**config.mk**
```make
export PLATFORM = sky130hd
export DESIGN_NAME = unique_element_set_table
export DESIGN_NICKNAME = d
export VERILOG_FILES = /design/src/hw/rtl/uest_pkg.sv /design/src/hw/rtl/unique_element_set_table.sv /design/src/hw/rtl/uest_ctrl.sv /design/src/hw/rtl/uest_dp.sv
export SDC_FILE = /design/constraint.sdc
export NUM_CORES = 1
export LEC_CHECK = 0
export CORE_ASPECT_RATIO = 0.9
export CORE_MARGIN = 3
export CORE_UTILIZATION = 65
export CTS_BUF_LIST = sky130_fd_sc_hd__clkbuf_8
export DETAILED_ROUTE_END_ITERATION = 12
export DONT_BUFFER_PORTS = 1
export GPL_ROUTABILITY_DRIVEN = 0
export GPL_TIMING_DRIVEN = 0
export PLACE_DENSITY = 0.81
export SLEW_MARGIN = 10
export SYNTH_ARGS = -nofsm -noshare
export SYNTH_HDL_FRONTEND = slang
export SYNTH_SLANG_ARGS = --single-unit
```
**constraint.sdc**
```tcl
create_clock -name i_clk -period 6.5 [get_ports i_clk]
set_clock_uncertainty 0.05 [all_clocks]
set_input_delay 0.65 -clock i_clk [delete_from_list [all_inputs] [get_ports i_clk]]
set_output_delay 0.65 -clock i_clk [all_outputs]
set_load 0.02 [all_outputs]
```
**src/hw/rtl/uest_pkg.sv**
```systemverilog
// shared types and constants for the unique element set table
// used by uest_ctrl, uest_dp and unique_element_set_table
package uest_pkg;

    localparam int CAPACITY_DEF     = 16;
    localparam int ELEMENT_BITS_DEF = 32;
    localparam int IN_ELEM_W        = 32;

    typedef enum logic [1:0] {
        CMD_INSERT = 2'd0,
        CMD_REMOVE = 2'd1,
        CMD_QUERY  = 2'd2,
        CMD_CLEAR  = 2'd3
    } t_cmd;

    typedef enum logic [1:0] {
        ST_DONE    = 2'd0,
        ST_PRESENT = 2'd1,
        ST_FULL    = 2'd2,
        ST_ABSENT  = 2'd3
    } t_status;

    typedef enum logic {
        S_IDLE = 1'b0,
        S_EXEC = 1'b1
    } t_state;

    // controller to datapath
    typedef struct packed {
        logic load;
        logic exec;
    } t_ctrl;

    // datapath to controller
    typedef struct packed {
        logic out_busy;
    } t_dp_stat;

endpackage

```
**src/hw/rtl/unique_element_set_table.sv**
```systemverilog
// unique element set table: packed set of unique elements in arrival order
// a word is accepted in the idle state and worked in the exec state, where all
// cells are compared and compacted at once and the result register is written;
// the two-state sequencer takes no new request until that work is done; a
// result word not yet taken by the sink delays the work until it leaves
// reset clears the count and the result valid flag; entries are left unwritten
module unique_element_set_table #(
    parameter int CAPACITY     = uest_pkg::CAPACITY_DEF,
    parameter int ELEMENT_BITS = uest_pkg::ELEMENT_BITS_DEF,
    parameter int CNT_W        = $clog2(CAPACITY + 1)
) (
    input  logic                                  i_clk,
    input  logic                                  i_rst_n,
    input  logic                                  i_valid,
    output logic                                  o_ready,
    input  logic [1:0]                            i_cmd,
    input  logic signed [uest_pkg::IN_ELEM_W-1:0] i_element,
    output logic                                  o_valid,
    input  logic                                  i_ready,
    output logic [1:0]                            o_status,
    output logic [CNT_W-1:0]                      o_count,
    output logic                                  o_is_full,
    output logic                                  o_is_empty
);

    uest_pkg::t_ctrl    w_ctrl;
    uest_pkg::t_dp_stat w_stat;

    uest_ctrl u_ctrl (
        .i_clk   (i_clk),
        .i_rst_n (i_rst_n),
        .i_valid (i_valid),
        .o_ready (o_ready),
        .i_stat  (w_stat),
        .o_ctrl  (w_ctrl)
    );

    uest_dp #(
        .CAPACITY     (CAPACITY),
        .ELEMENT_BITS (ELEMENT_BITS),
        .CNT_W        (CNT_W)
    ) u_dp (
        .i_clk      (i_clk),
        .i_rst_n    (i_rst_n),
        .i_ctrl     (w_ctrl),
        .o_stat     (w_stat),
        .i_cmd      (i_cmd),
        .i_element  (i_element),
        .o_valid    (o_valid),
        .i_ready    (i_ready),
        .o_status   (o_status),
        .o_count    (o_count),
        .o_is_full  (o_is_full),
        .o_is_empty (o_is_empty)
    );

    // a word in flight blocks the next one
    a_busy_after_accept: assert property (@(posedge i_clk) disable iff (!i_rst_n)
        (i_valid && o_ready) |=> !o_ready)
        else $error("input taken while a word is in flight");

    // count never goes past capacity
    a_count_bound: assert property (@(posedge i_clk) disable iff (!i_rst_n)
        o_valid |-> (o_count <= CNT_W'(CAPACITY)))
        else $error("count above capacity");

    // a full table is never reported empty
    a_flags: assert property (@(posedge i_clk) disable iff (!i_rst_n)
        o_valid |-> !(o_is_full && o_is_empty))
        else $error("full and empty at once");

    // only one of load and execute per cycle
    a_ctrl_excl: assert property (@(posedge i_clk) disable iff (!i_rst_n)
        !(w_ctrl.load && w_ctrl.exec))
        else $error("load and execute in the same cycle");

endmodule

```
**src/hw/rtl/uest_ctrl.sv**
```systemverilog
// request sequencer for the unique element set table
// depends on uest_pkg
module uest_ctrl (
    input  logic                i_clk,
    input  logic                i_rst_n,
    input  logic                i_valid,
    output logic                o_ready,
    input  uest_pkg::t_dp_stat  i_stat,
    output uest_pkg::t_ctrl     o_ctrl
);

    uest_pkg::t_state r_state;
    uest_pkg::t_state n_state;

    always_ff @(posedge i_clk) begin
        if (!i_rst_n) begin
            r_state <= uest_pkg::S_IDLE;
        end else begin
            r_state <= n_state;
        end
    end

    always_comb begin
        n_state     = r_state;
        o_ready     = 1'b0;
        o_ctrl.load = 1'b0;
        o_ctrl.exec = 1'b0;
        case (r_state)
            uest_pkg::S_IDLE: begin
                o_ready = 1'b1;
                if (i_valid) begin
                    o_ctrl.load = 1'b1;
                    n_state     = uest_pkg::S_EXEC;
                end
            end
            uest_pkg::S_EXEC: begin
                // wait until the result register can take the word
                if (!i_stat.out_busy) begin
                    o_ctrl.exec = 1'b1;
                    n_state     = uest_pkg::S_IDLE;
                end
            end
            default: begin
                n_state = uest_pkg::S_IDLE;
            end
        endcase
    end

endmodule

```
**src/hw/rtl/uest_dp.sv**
```systemverilog
// entry cells, parallel compare, compaction and result register
// depends on uest_pkg
module uest_dp #(
    parameter int CAPACITY     = uest_pkg::CAPACITY_DEF,
    parameter int ELEMENT_BITS = uest_pkg::ELEMENT_BITS_DEF,
    parameter int CNT_W        = $clog2(CAPACITY + 1)
) (
    input  logic                              i_clk,
    input  logic                              i_rst_n,
    input  uest_pkg::t_ctrl                   i_ctrl,
    output uest_pkg::t_dp_stat                o_stat,
    input  logic [1:0]                        i_cmd,
    input  logic signed [uest_pkg::IN_ELEM_W-1:0] i_element,
    output logic                              o_valid,
    input  logic                              i_ready,
    output logic [1:0]                        o_status,
    output logic [CNT_W-1:0]                  o_count,
    output logic                              o_is_full,
    output logic                              o_is_empty
);

    uest_pkg::t_cmd          r_cmd;
    logic [ELEMENT_BITS-1:0] r_key;
    logic [ELEMENT_BITS-1:0] r_entries [CAPACITY];
    logic [CNT_W-1:0]        r_count;
    logic [CNT_W-1:0]        n_count;
    logic                    r_out_valid;
    uest_pkg::t_status       r_status;
    uest_pkg::t_status       n_status;
    logic [CNT_W-1:0]        r_out_count;

    logic [CAPACITY-1:0]     w_match;
    logic [CAPACITY-1:0]     w_shift;
    logic                    w_hit;
    logic                    w_full;
    logic                    w_do_ins;
    logic                    w_do_rem;

    assign w_full = (r_count == CNT_W'(CAPACITY));
    assign w_hit  = |w_match;

    always_ff @(posedge i_clk) begin
        if (i_ctrl.load) begin
            r_cmd <= uest_pkg::t_cmd'(i_cmd);
            r_key <= ELEMENT_BITS'($unsigned(i_element));
        end
    end

    // occupied cells match the key; shift enable is the running or of matches
    for (genvar gi = 0; gi < CAPACITY; gi++) begin : g_cell
        assign w_match[gi] = (r_count > CNT_W'(gi)) && (r_entries[gi] == r_key);
        assign w_shift[gi] = |w_match[gi:0];

        if (gi < CAPACITY - 1) begin : g_mid
            always_ff @(posedge i_clk) begin
                if (i_ctrl.exec) begin
                    if (w_do_ins && (r_count == CNT_W'(gi))) begin
                        r_entries[gi] <= r_key;
                    end else if (w_do_rem && w_shift[gi]) begin
                        r_entries[gi] <= r_entries[gi+1];
                    end
                end
            end
        end else begin : g_last
            always_ff @(posedge i_clk) begin
                if (i_ctrl.exec && w_do_ins && (r_count == CNT_W'(gi))) begin
                    r_entries[gi] <= r_key;
                end
            end
        end
    end

    always_comb begin
        n_count  = r_count;
        n_status = uest_pkg::ST_DONE;
        w_do_ins = 1'b0;
        w_do_rem = 1'b0;
        case (r_cmd)
            uest_pkg::CMD_INSERT: begin
                if (w_hit) begin
                    n_status = uest_pkg::ST_PRESENT;
                end else if (w_full) begin
                    n_status = uest_pkg::ST_FULL;
                end else begin
                    w_do_ins = 1'b1;
                    n_count  = r_count + CNT_W'(1);
                end
            end
            uest_pkg::CMD_REMOVE: begin
                if (w_hit) begin
                    w_do_rem = 1'b1;
                    n_count  = r_count - CNT_W'(1);
                end else begin
                    n_status = uest_pkg::ST_ABSENT;
                end
            end
            uest_pkg::CMD_QUERY: begin
                n_status = w_hit ? uest_pkg::ST_DONE : uest_pkg::ST_ABSENT;
            end
            uest_pkg::CMD_CLEAR: begin
                n_count = '0;
            end
            default: begin
                n_count = r_count;
            end
        endcase
    end

    always_ff @(posedge i_clk) begin
        if (!i_rst_n) begin
            r_count     <= '0;
            r_out_valid <= 1'b0;
        end else begin
            if (i_ctrl.exec) begin
                r_count     <= n_count;
                r_out_valid <= 1'b1;
            end else if (i_ready) begin
                r_out_valid <= 1'b0;
            end
        end
    end

    always_ff @(posedge i_clk) begin
        if (i_ctrl.exec) begin
            r_status    <= n_status;
            r_out_count <= n_count;
        end
    end

    assign o_stat.out_busy = r_out_valid && !i_ready;
    assign o_valid         = r_out_valid;
    assign o_status        = r_status;
    assign o_count         = r_out_count;
    assign o_is_full       = (r_out_count == CNT_W'(CAPACITY));
    assign o_is_empty      = (r_out_count == '0);

endmodule
```
==> impl_results.md, run 1 <==
* Mapped cell area at 30200 sq um
* Global Route Usage Sum at 0.381
* Worst-margin pin slew at 1.16 ns
* Largest fanout on the critical path at 32
* Switching part of the total at 0.259
* Sort of element at the end of the critical path: flop
* Seq cells post-synth at 560
* Effective utilization at floorplan at 0.661
* Met1 demand-to-capacity share in global routing at 0.529
* Share of the cycle needed by the critical path after routing at 0.979
* Sequential element share of the synthesized area at 0.555
* Die boundary height at 210 microns
* Commonest register cell after synthesis: sky130_fd_sc_hd__edfxtp_1
* CORE AREA at 45600 sq um
* Port-buffer cells at 0
* Hold Violations, Final at 0
* Number of enable-type register cells in the synthesized netlist at 553
* Peak supply drop at 0.247 mV
* Area overhead of the layout relative to synthesis at 10.0%
* First-pass GRT wire length at 132000 microns
* Count of nets after finishing at 2300
* Net switching power of the design at 1.98 mW
* Final setup violation count at 0
* GRT busiest layer: met2
* Clk Latency, worst-skew pair at 0.72 ns
* Htree depth at 3
* Clock tree root driver cell: sky130_fd_sc_hd__clkbuf_8
* Critical path required time at 6.75 ns
* Signal arrival time at the worst endpoint at 6.62 ns
* Cell types with the largest area share after synthesis: sky130_fd_sc_hd__edfxtp_1, sky130_fd_sc_hd__mux2_2, sky130_fd_sc_hd__xor2_1
* Number of antenna violations at the first check in global routing at 4
* Largest net degree at the start of global routing at 33
* Non-filler instance count after layout at 2936
* Number of filler cells placed in the layout at 3043
* Clk pwr share at 0.375
* Post-Synthesis Cells at 2118
* Yosys top cell by area: sky130_fd_sc_hd__edfxtp_1
* Via count of the first global-routing pass at 18800
* RSZ-0062 raised after global routing: false
* Max-slew violation count at 0
* Synthesized area per cell at 14.2 sq um
* MaxCap Viol Count at 0
* Part of the power in combinational logic at 0.100
* Average via count per standard cell at 6.67
* Reg power frac at 0.525
* Power Dens Cells at 231 nW/um^2
* Unique masters post-synth at 61
* Global Route met3 Usage at 0.175
* Setup Buffers After CTS at 0
* Horiz. Die Dim at 233 microns
* Total negative setup slack at 0 ns
* Status: finished, final reports clean
* Met2 track demand over resource in global routing at 0.552
* Routed wire length at 93200 microns
* Share of synthesized flip-flops with an asynchronous set or reset at 0
* HPWL Detailed at 71900 microns
* Worst hold path type: in2reg
* Final critical path time including I/O delays and setup at 6.37 ns
* Die Outline Area at 49000 sq um
* Yosys warning total at 0
* Maximum clock path buffer count at 3
* Clock buffer count from CTS at 89
* Number of sinks on the clock net at 560
* Clock tree from TritonCTS: built
* Wire per inst at 31.8 microns
* Storage cell area at 16700 sq um
* Reg clk slew, reported paths at 0.06 ns
* Relative slew slack at 0.225
* Number of primary I/O pins at 49
* Placed Cells at 2735
* Share of cells above drive strength 1 at 0.318
* Violation count after the first detailed-routing iteration at 3196
* Critical Setup Path Class: reg2reg
* Highest clock rate at 157 MHz
* Top-area cell type share of the netlist area at 0.551
* Post-Synthesis Net Count at 2166
* Internal power summed over all cells at 5.67 mW
* Multi-input gate area in the final layout at 12400 sq um
* Remaining antenna violation count at 0
* Site Rows at 74
* Static leakage at 11.0 nW
* DRC Markers at 0
* Element type at the critical path start: flop
* Global route overflow at 0
* Number of detailed-routing iterations run before antenna repair at 6
* Count of vias placed by the detailed router at 19600
## power by group through the flow
| stage | Clock (mW) | Combinational [mW] | Sequential (mW) |
|---|---|---|---|
| finish | 2.87 | 0.766 | 4.02 |
| detailed placement | 0 | 0.708 | 4.10 |
| global route | 3.04 | 0.789 | 4.02 |
| floorplan | 0 | 0.471 | 4.09 |
| global placement | 0 | 0.685 | 4.10 |
| CTS | 2.86 | 0.729 | 4.02 |
## cells in the mapped netlist, types with 3 or more instances
| cell type | instances |
|---|---|
| sky130_fd_sc_hd__a21oi_1 | 8 |
| sky130_fd_sc_hd__buf_6 | 5 |
| sky130_fd_sc_hd__mux2_1 | 12 |
| sky130_fd_sc_hd__nand3_1 | 23 |
| sky130_fd_sc_hd__nand2b_1 | 4 |
| sky130_fd_sc_hd__buf_4 | 73 |
| sky130_fd_sc_hd__o211ai_1 | 4 |
| sky130_fd_sc_hd__o21ai_0 | 16 |
| sky130_fd_sc_hd__mux2_2 | 442 |
| sky130_fd_sc_hd__mux2_4 | 29 |
| sky130_fd_sc_hd__o21bai_1 | 4 |
| sky130_fd_sc_hd__mux2i_1 | 4 |
| sky130_fd_sc_hd__buf_2 | 40 |
| sky130_fd_sc_hd__xnor2_1 | 232 |
| sky130_fd_sc_hd__xor2_1 | 280 |
| sky130_fd_sc_hd__a31oi_1 | 3 |
| sky130_fd_sc_hd__edfxtp_1 | 553 |
| sky130_fd_sc_hd__and3_1 | 3 |
| sky130_fd_sc_hd__and2_4 | 3 |
| sky130_fd_sc_hd__a211oi_1 | 3 |
| sky130_fd_sc_hd__clkbuf_1 | 72 |
| sky130_fd_sc_hd__nor4_1 | 79 |
| sky130_fd_sc_hd__a31o_2 | 4 |
| sky130_fd_sc_hd__nor2_1 | 27 |
| sky130_fd_sc_hd__nor3_1 | 18 |
| sky130_fd_sc_hd__dfxtp_1 | 7 |
| sky130_fd_sc_hd__nand2_1 | 29 |
| sky130_fd_sc_hd__ha_1 | 10 |
| sky130_fd_sc_hd__nor2b_1 | 6 |
| sky130_fd_sc_hd__nand4_1 | 69 |
| sky130_fd_sc_hd__a2111oi_0 | 3 |
| sky130_fd_sc_hd__inv_1 | 10 |
## repair_timing
| item | CTS | global route |
|---|---|---|
| hold buffers | 34 | 0 |
| hold endpoints to repair | 34 | 0 |
| gates resized for setup | 0 | 0 |
## worst paths after layout
kind,startpoint,endpoint,slack (ns),cells after the start
setup / recovery,u_dp.r_key[16],u_dp.r_entries[1][69],0.13,13
setup reg to reg,u_dp.r_key[16],u_dp.r_entries[1][69],0.13,13
hold / removal,i_valid,u_ctrl.r_state,0.1,2
hold reg to reg,u_dp.r_key[1],u_dp.r_entries[1][225],0.40,0
## metrics by stage
stage	power, mW	util	setup slack, ns	instance area (sq um)	hold slack (ns)
after floorplan	4.56	-	1.17	30200	0.371
after global placement	4.78	0.677	-1.51	30900	0.378
after detailed placement	4.80	0.684	0.513	31200	0.383
after CTS	7.61	0.727	0.450	33200	0.00846
after global routing	7.85	0.727	0.0752	33200	0.0575
final	7.66	0.727	0.134	33200	0.0952
## per-layer routing
metal,part of all wire,wire length (microns),up-vias
li1,-,-,8082
met1,0.38,35700,9825
met2,0.43,40200,1472
met3,0.16,14600,199
met4,0.029,2740,4
met5,0.00027,25,-
## critical path, cell delays in order (launching register included)
cell	delay, ns
sky130_fd_sc_hd__edfxtp_1	0.34
sky130_fd_sc_hd__clkbuf_1	0.37
sky130_fd_sc_hd__buf_4	0.30
sky130_fd_sc_hd__buf_4	0.23
sky130_fd_sc_hd__xor2_1	0.62
sky130_fd_sc_hd__nor4_1	0.30
sky130_fd_sc_hd__nand4_1	0.24
sky130_fd_sc_hd__nor3_1	0.08
sky130_fd_sc_hd__nor3_1	0.71
sky130_fd_sc_hd__nand3_1	0.42
sky130_fd_sc_hd__or3_1	0.47
sky130_fd_sc_hd__clkbuf_1	0.47
sky130_fd_sc_hd__nor3_1	0.51
sky130_fd_sc_hd__or2_2	0.81
## state kept, by name, summed over array words and instances, names as in the netlist
register        cells
u_dp.r_cmd          2
u_dp.o_count        5
u_dp.o_status       2
u_dp.o_valid        1
u_dp.r_key         32
u_dp.r_count        5
u_ctrl.r_state      1
u_dp.r_entries    512
## final cells by class
cell class | instances | area share
diodes | 1 | 0.0000754
plain buffers | 191 | 0.0325
clock buffers | 89 | 0.0369
clock inverters | 77 | 0.0122
inverters | 11 | 0.00124
multi-input cells | 1356 | 0.374
flip-flops and latches | 560 | 0.505
well taps | 608 | 0.0229
repair buffers | 43 | 0.0158
## placed cells by master, fill, tap and decap left out, types with 39 or more instances in the layout
cell type	count
sky130_fd_sc_hd__buf_2	40
sky130_fd_sc_hd__buf_4	73
sky130_fd_sc_hd__clkbuf_1	72
sky130_fd_sc_hd__clkbuf_8	89
sky130_fd_sc_hd__edfxtp_1	553
sky130_fd_sc_hd__inv_1	39
sky130_fd_sc_hd__mux2_2	442
sky130_fd_sc_hd__nand4_1	69
sky130_fd_sc_hd__nor4_1	79
sky130_fd_sc_hd__xnor2_1	232
sky130_fd_sc_hd__xor2_1	280
## cells by family after synthesis
logic type | Yosys count | share of synthesized area
simple gates | 281 | 0.0536
fa+ha+maj | 10 | 0.00415
buf+inv | 202 | 0.0371
flops | 560 | 0.555
compound gates | 66 | 0.0159
xor+xnor | 512 | 0.149
mux | 487 | 0.185
No activity file was read; power rests on OpenSTA's default activity.
==> run 2: changes to the inputs <==
REMOVE_ABC_BUFFERS = 1   (was default)
==> run 2 against run 1 <==
Worst hold slack got worse by 0.039 ns. Clock power about the same. Combinational power is 8.4% lower. Die area did not move. Total power is 0.22% higher. Register-to-register slack improved by 0.37 ns. Critical path depth decreased by 5. Non-clock buffer count decreased by 121. Sequential power increased by 2%. Flip-flop and latch count is the same. Cell area up 1.7%. Routed wire length fell by 13%.
==> impl_results.md, run 2 (same netlist as run 1, synthesis figures left out) <==
* Via count of the first global-routing pass at 18500
* Peak supply drop at 0.219 mV
* Largest registers: u_dp.r_entries x512, u_dp.r_key x32
* Largest fanout on the critical path at 32
* Final setup violation count at 0
* Post-CTS Hold Fix Bufs at 35
* Clock tree from TritonCTS: built
* Worst setup path startpoint: u_dp.r_count[4]
* Clock tree root driver cell: sky130_fd_sc_hd__clkbuf_8
* Reg2reg start: u_dp.r_count[4]
* Reg clk slew, reported paths at 0.07 ns
* Largest register by flop count: u_dp.r_entries
* Hold_sp: i_rst_n
* Element type at the critical path start: flop
* Largest incremental delay on the critical path at 1.00 ns
* Setup slack of the worst register-to-register path at 0.50 ns
* Global route overflow at 0
* Power Dens Cells at 227 nW/um^2
* Highest clock rate at 167 MHz
* Number of filler cells placed in the layout at 2726
* Count of nets after finishing at 2180
* Setup Buffers After CTS at 0
* Cell family with most CP delay: simple AND/OR/NAND/NOR gates
* Cell repeated most along the worst path: sky130_fd_sc_hd__nor3_1
* Number of sinks on the clock net at 560
* Horiz. Die Dim at 233 microns
* Worst hold path type: in2reg
* Area overhead of the layout relative to synthesis at 11.9%
* Routed wire length at 81200 microns
* Relative slew slack at 0.215
* Count of vias placed by the detailed router at 18600
* Total negative setup slack at 0 ns
* Site Rows at 74
* Effective utilization at floorplan at 0.661
* Average via count per standard cell at 6.60
* CORE AREA at 45600 sq um
* Worst Slack Setup Final at 0.499 ns
* Post-route worst hold slack at 0.0562 ns
* Wire per inst at 28.8 microns
* Critical Setup Path Class: reg2reg
* Multi-input gate area in the final layout at 12500 sq um
* First-pass GRT wire length at 120000 microns
* Status: finished, final reports clean
* Ordered cell list for the critical path: nor3_1 > nor4_1 > nand4_1 > nor3_1 > nor3_1 > nand3_1 > nor3_2 > a21o_1
* Placed Cells at 2613
* Commonest non-fill, non-tap cell in the layout: sky130_fd_sc_hd__edfxtp_1
* Largest register FFs at 512
* Global Route Usage Sum at 0.335
* Non-filler instance count after layout at 2815
* Area of placed instances at 31700 sq um
* Cells resized by post-CTS repair at 0
* Hold Violations, Final at 0
* Maximum clock path buffer count at 3
* Sort of element at the end of the critical path: flop
* Violation count after the first detailed-routing iteration at 2300
* Storage cell area at 16700 sq um
* Cell with the biggest individual delay on the critical path: sky130_fd_sc_hd__nor3_2
* Max-slew violation count at 0
* Die boundary height at 210 microns
* Number of detailed-routing iterations run before antenna repair at 6
* Worst-margin pin slew at 1.18 ns
* Share of the cycle needed by the critical path after routing at 0.923
* Port-buffer cells at 0
* Critical path required time at 6.77 ns
* Number of antenna violations at the first check in global routing at 1
* Signal arrival time at the worst endpoint at 6.27 ns
* HPWL Detailed at 58100 microns
* MaxCap Viol Count at 0
* Die Outline Area at 49000 sq um
* Buffer and inverter count on the worst path at 0
* Remaining antenna violation count at 0
* Most frequent cells in the layout: sky130_fd_sc_hd__edfxtp_1, sky130_fd_sc_hd__mux2_2, sky130_fd_sc_hd__xor2_1
* Post-placement setup slack at 0.503 ns
* Final critical path time including I/O delays and setup at 6.00 ns
* Share of cells above drive strength 1 at 0.317
* Static leakage at 11.2 nW
* Number of primary I/O pins at 49
* Final instance area at 33700 sq um
* Clock buffer count from CTS at 90
* DRC Markers at 0
* Clk Latency, worst-skew pair at 0.71 ns
* Htree depth at 3
* Largest net degree at the start of global routing at 34
* RSZ-0062 raised after global routing: false
-- run 2: routing by layer --
metal / wire [microns] / up-vias / track usage
met2: 34100 / 1282 / 0.469
met3: 11300 / 192 / 0.124
met5: 97 / - / 0.0146
met1: 33400 / 9234 / 0.491
met4: 2310 / 2 / 0.0968
li1: - / 7856 / -
-- run 2: metrics by stage --
| stage | total power [mW] | util |
|---|---|---|
| final | 7.67 | 0.739 |
| after global routing | 7.89 | 0.739 |
| after CTS | 7.66 | 0.739 |
| after detailed placement | 4.82 | 0.695 |
| after global placement | 4.69 | 0.654 |
| after floorplan | 4.52 | - |
-- run 2: final cells by class --
cell class | count | share of cell area
Sequential cell | 560 | 0.496
Multi-Input combinational cell | 1356 | 0.369
Timing Repair Buffer | 113 | 0.0617
Clock buffer | 96 | 0.0391
Tap cell | 608 | 0.0225
Clock inverter | 70 | 0.0100
Inverter | 11 | 0.00122
Antenna cell | 1 | 0.0000741
-- run 2: path summary, 6_finish.rpt --
kind                             to  cells after the start
max          u_dp.r_entries[1][183]                      8
min                 u_dp.r_count[4]                      2
max reg2reg  u_dp.r_entries[1][183]                      8
min reg2reg   u_dp.r_entries[0][29]                      1
-- run 2: report_power, final --
part	leakage [nW]	switching, mW	internal, mW
Clock	0.978	1.47	1.41
Combinational	5.14	0.345	0.357
Sequential	5.05	0.0816	4.00
